`src/hdl/stbs_pkg.sv`:
```
// Shared types and constants for the sorted table binary search unit.
// Used by stbs_ctrl, stbs_datapath and sorted_table_binary_search_unit.
package stbs_pkg;

    // Field widths fixed by the stream and configuration interfaces.
    localparam int unsigned COUNT_W      = 11;
    localparam int unsigned INDEX_W      = 10;
    localparam int unsigned VALUE_W      = 32;
    localparam int unsigned POS_W        = 10;
    localparam int unsigned S_TDATA_W    = 48;
    localparam int unsigned M_TDATA_W    = 16;
    // Wide enough to compare any index or count with the largest table depth.
    localparam int unsigned CMP_W        = 17;
    localparam int unsigned DEFAULT_DEPTH = 1024;

    // Command codes carried in s_tuser.
    typedef enum logic {
        CMD_LOAD   = 1'b0,
        CMD_SEARCH = 1'b1
    } cmd_code_t;

    // Controller states.
    typedef enum logic [2:0] {
        ST_IDLE,
        ST_PROBE,
        ST_COMPARE,
        ST_DONE
    } state_t;

    // Commands from the controller to the datapath.
    typedef struct packed {
        logic write_entry;   // store the accepted load item in the table
        logic search_start;  // latch target and set up the search bounds
        logic probe_read;    // read the table at the middle of the range
        logic mark_miss;     // range is empty: record a not-found result
        logic compare_step;  // record a hit or narrow the bounds
        logic result_load;   // move the result into the output register
    } ctrl_cmd_t;

    // Status from the datapath to the controller.
    typedef struct packed {
        logic range_empty;   // lower bound has reached the upper bound
        logic hit;           // probed entry equals the target
        logic out_free;      // output register can take a result this cycle
    } dp_status_t;

endpackage

```
`src/hdl/stbs_ctrl.sv`:
```
// Controller state machine of the binary search unit.
// Sequences loads, probes and result hand-off; depends on stbs_pkg.
module stbs_ctrl (
    input  logic                  aclk,
    input  logic                  aresetn,
    input  logic                  s_tvalid,
    input  logic                  in_command,
    output logic                  s_tready,
    input  stbs_pkg::dp_status_t  status,
    output stbs_pkg::ctrl_cmd_t   cmd
);
    import stbs_pkg::*;

    state_t state_reg;
    state_t state_next;
    logic   accept;

    assign accept = s_tvalid && (state_reg == ST_IDLE);

    // State register.
    always_ff @(posedge aclk) begin
        if (!aresetn) begin
            state_reg <= ST_IDLE;
        end else begin
            state_reg <= state_next;
        end
    end

    // Next-state logic.
    always_comb begin
        state_next = state_reg;
        case (state_reg)
            ST_IDLE: begin
                if (accept && (in_command == CMD_SEARCH)) begin
                    state_next = ST_PROBE;
                end
            end
            ST_PROBE: begin
                if (status.range_empty) begin
                    state_next = ST_DONE;
                end else begin
                    state_next = ST_COMPARE;
                end
            end
            ST_COMPARE: begin
                if (status.hit) begin
                    state_next = ST_DONE;
                end else begin
                    state_next = ST_PROBE;
                end
            end
            ST_DONE: begin
                if (status.out_free) begin
                    state_next = ST_IDLE;
                end
            end
            default: begin
                state_next = ST_IDLE;
            end
        endcase
    end

    // Output logic: handshake and datapath commands.
    always_comb begin
        cmd      = '0;
        s_tready = 1'b0;
        case (state_reg)
            ST_IDLE: begin
                s_tready         = 1'b1;
                cmd.write_entry  = accept && (in_command == CMD_LOAD);
                cmd.search_start = accept && (in_command == CMD_SEARCH);
            end
            ST_PROBE: begin
                cmd.probe_read = !status.range_empty;
                cmd.mark_miss  = status.range_empty;
            end
            ST_COMPARE: begin
                cmd.compare_step = 1'b1;
            end
            ST_DONE: begin
                cmd.result_load = status.out_free;
            end
            default: begin
                cmd = '0;
            end
        endcase
    end

endmodule

```
`config.mk`:
```
export PLATFORM = sky130hd
export DESIGN_NAME = stbs_ctrl
export DESIGN_NICKNAME = d
export VERILOG_FILES = /design/src/hdl/stbs_pkg.sv /design/src/hdl/stbs_ctrl.sv
export SDC_FILE = /design/constraint.sdc
export NUM_CORES = 1
export LEC_CHECK = 0
export ABC_AREA = 1
export BUFFER_PORTS_ARGS = -buffer_cell sky130_fd_sc_hd__buf_4
export CAP_MARGIN = 10
export CORE_AREA = 8 8 45 47
export CTS_CLUSTER_SIZE = 40
export DETAILED_ROUTE_END_ITERATION = 10
export DIE_AREA = 0 0 53 55
export GPL_TIMING_DRIVEN = 0
export MAX_ROUTING_LAYER = met4
export PLACE_DENSITY = 0.36
export REMOVE_ABC_BUFFERS = 1
export SYNTH_ARGS = -nofsm -noshare
export SYNTH_HDL_FRONTEND = slang
export SYNTH_SLANG_ARGS = --single-unit
```
`constraint.sdc`:
```
create_clock -name aclk -period 1.6 [get_ports aclk]
set_clock_uncertainty 0.15 [all_clocks]
set_input_delay 0.08 -clock aclk [delete_from_list [all_inputs] [get_ports aclk]]
set_output_delay 0.08 -clock aclk [all_outputs]
set_load 0.05 [all_outputs]
```
* Yosys cells after proc, flatten, opt, wreduce, memory -nomap -nowiden
Index checks and enable logic that the tools add are counted.
Storage, ports and cells: register bits 3, input bits 7, output and inout port bits 7
Cells by class: eq/ne operators 5, multiplexer cells 10, bitwise gates (word level) 1, reduce and logical (&&, ||, !) cells 6
Operators with widths (number):
- $pmux 3 s4 | 1
- $eq 3x2->1 const B | 2
- $mux 2 | 3
- $mux 3 | 2
- $mux 1 | 4
- $eq 3x1->1 const B | 1
- $logic_and 1x1->1 | 3
- $logic_not 3->1 | 1
- $ne 2x1->1 const B | 1
- $ne 2x2->1 const B | 1
- $reduce_and 2->1 | 1
- $logic_not 1->1 | 1
- $not 1->1 | 1

* Logic depth before layout (Yosys ltp)
depth in word-level cells 5, gate-level depth with buffers 4, gate-level depth less buffers 4

* Worst setup path before layout
OpenSTA, ideal clock, no wires.
kind register -> output, start point register state_reg[1], end point output port cmd[4] (netlist bit), data arrival time 1.645 ns, data required time 1.370 ns, setup slack -0.275 ns, cell stages (with the launch flop) 4, path buffers 0, path through dfxtp_1 -> nor2_2 -> nand2_1 -> nor2_1
RTL lines:
- start, declared | RTL line stbs_ctrl.sv:14 | state_t state_reg;
- start signal, assigned | RTL line stbs_ctrl.sv:25 | state_reg <= state_next;
- end, declared | RTL line stbs_ctrl.sv:10 | output stbs_pkg::ctrl_cmd_t cmd

* Worst setup path in the final report
start point register state_reg[1], end point register state_reg[0]
Between the ends: word-level cells in the longest chain between the ends 5
Ends and longest elaborated chain:
- $logic_not 3->1 | RTL line stbs_ctrl.sv:18, stbs_ctrl.sv:32
- $logic_and 1x1->1 | RTL line stbs_ctrl.sv:18 | assign accept = s_tvalid && (state_reg == ST_IDLE);
- $logic_and 1x1->1 | RTL line stbs_ctrl.sv:34 | if (accept && (in_command == CMD_SEARCH)) begin
- $ne 2x1->1 (no line)
- $reduce_and 2->1 (no line)
Several ways; a longest one is shown, not always the timed one. A chain may end at the register's enable or synchronous reset.

==> impl_metrics.toml <==
[outcome]
run_status = "finished clean"

[global_route]
grt_first_pass_wirelength_um = 862
pin_count_of_the_biggest_net_entering_global_routing = 8
overflow = 0
grtUsageMet3_pct = 4.28
grt_util_met2_pct = 5.86
antenna_found_initial = 0
gr-max-usage-layer = "met2"
grt_pass1_vias = 228
met1_usage_pct = 3.48
grt_use_total_pct = 4.38

[final_layout]
multiInputGateArea_sq_um = 88.8
syn2layout_area_growth_pct = 115
register_area_sq_um = 42.5
finalInstanceArea_sq_um = 314
antenna_diode_count = 0
postLayoutCoreUtil_pct = 22.7
layout.nets = 52
fillerInstances = 177
largest_reg_flops = 2
layout_cells_sized_above_1_pct = 51.2

[logic_synthesis]
mappedNetlistArea_sq_um = 146
synth-seq-area-share_pct = 27.4
most_frequent_cells_after_synthesis = "6 x inv_1, 6 x nor2_1, 3 x nand2_1, 2 x dfxtp_1"
largest_area_contributor_in_the_synthesized_netlist = "dfxtp_1"
synth_edf_count = 0
yosys.cell_types.count = 12
yosys-top-cells-area = "dfxtp_1 27%, inv_1 15%, nor2_1 15%"
synthesis.area_per_instance_sq_um = 5.86
flop_and_latch_count_out_of_synthesis = 2
ys_warn_count = 0
synth-main-ff-cell = "dfxtp_1"
synth_top_area_share_pct = 27.4
postSynthCellCount = 25
async_flop_share_pct = 0

[place]
globalplace.congestion = 0.593
detailedPlacementHpwl_um = 420
port-buffer-count = 13
post_dp_cell_area_sq_um = 264

[power_and_ir_drop]
power_density_mw_per_mm2 = 995
worst_ir_drop_vdd_mv = 0.308
intPower_mw = 0.189
pwr-share-seq_pct = 22.1
power.share.clock_pct = 35.5
total_power_mw = 0.312
share_comb_of_total_power_pct = 42.5
net-switching-power_mw = 0.124
cellLeakagePower_nw = 0.168
netSwitchingFraction_pct = 39.6

[die]
die-area_sq_mm = 0.00292
io_pins = 14
initial_utilization_pct = 10.6
placement_rows = 14
core_sq_mm = 0.00138
die_extent_in_x_um = 53
floorplan.die.height_um = 55

[drt]
drt-wirelength-per-cell_um = 8.73
drc = 0
drt_iter0_drc = 2
via_count = 200
routed_via_density = 3.39
routed_wirelength_um = 515
drtAntennaViolNets = 0
detail_route.first_pass.iterations = 3

[min_path]
worstHoldPathCells = 3
worstHoldPathType = "in -> reg"

[cts]
cts.sinks = 2
cts-buffers-inserted = 3
htree_num_levels = 1
clock_tree.buffer_depth = 2
clockRootBuffer = "clkbuf_4"
tritoncts_clock_tree = "yes"
clk_latency_worst_skew_pair_ns = 0.22
cts.clk_slew.worst_paths_ns = 0.03

[critical_path]
critPathLaunchType = "register"
crit_required_ns = 1.55
critical_path_peak_fanout = 6
worstRegToRegCells = 5
worstPathArrival_ns = 1.42
timing.critical_path.to_type = "register"
critical_path_class = "reg -> reg"

[timing]
slew_viol_final = 0
worst-slew-pin-transition_ns = 0.163
timing.max_slew.rel_slack_pct = 89.1
worst_hold_slack_after_final_layout_ns = 0.0213
setup_repair_after_global_routing_missed_its_margin = "no"
post-route-period-util_pct = 91.7
finalSetupViolCount = 0
finalHoldViolations = 0
final.min_clock_period_ns = 1.47
maxClockFrequency_mhz = 682

[run]
maxCapViolCount = 0
[timing repair]
item	4_1_cts	5_1_grt
hold endpoints to repair	2	0
gates resized for setup	0	4
hold buffers	2	0
buffers inserted	0	0
endpoints found under the setup margin	0	1
[path summary, 6_finish.rpt]
check,start,end,slack (ns)
setup reg to reg,state_reg[1],state_reg[0],0.13
hold reg to reg,state_reg[0],state_reg[1],0.42
setup / recovery,state_reg[1],state_reg[0],0.13
hold / removal,status[1],state_reg[1],0.02
[layer usage]
layer / up-vias / share of wire, %
met4: 0 / 0
met1: 82 / 43
met5: - / 0
met2: 7 / 46
li1: 111 / -
met3: 0 / 12
[final cells by class]
type | count | share of cell area [%]
timing repair buffer | 15 | 37.5
multi-input combinational | 17 | 28.3
sequential | 2 | 13.5
clock buffer | 3 | 7.17
inverter | 6 | 7.17
tap | 16 | 6.37
[placed cells by master (no fill, tap or decap)]
cell type      count
a21oi_1            1
a21oi_2            1
buf_4             13
clkbuf_4           3
dfxtp_2            2
dlygate4sd3_1      2
inv_1              6
nand2_1            3
nand2_2            1
nand3_1            1
nor2_1             6
nor2_4             1
nor3_1             1
o21ai_1            1
o21ai_2            1
[worst max-delay path, cell delays in order, from the launching register on]
cell           delay (ns)
dfxtp_2              0.35
nor2_4               0.14
o21ai_2              0.07
nand2_2              0.06
a21oi_2              0.04
dlygate4sd3_1        0.54
[cell families (layout without fill, tap and decap cells)]
family,after synthesis,count (layout),synth area share (%)
AND/OR/NAND/NOR,13,13,38.5
buffers and inverters,6,24,15.4
AO/OA/AOI/OAI,4,4,18.8
flip-flops,2,2,27.4
[power groups by stage]
stage / Combinational (mW) / Clock (mW) / Sequential, mW
2_1_floorplan: 0.0859 / 0 / 0.0639
3_3_place_gp: 0.126 / 0 / 0.0660
3_5_place_dp: 0.126 / 0 / 0.0662
4_1_cts: 0.133 / 0.121 / 0.0655
5_1_grt: 0.143 / 0.125 / 0.0700
6_report: 0.133 / 0.111 / 0.0690
[through the flow]
stage | cells | setup TNS (ns) | setup slack [ns]
after floorplan | 25 | -0.551 | -0.275
after global placement | 54 | 0 | 0.462
final | 59 | 0 | 0.133
after CTS | 59 | 0 | 0.0522
after detailed placement | 54 | 0 | 0.447
after global routing | 59 | 0 | 0.0538
Power figures use the tool's default switching activity.
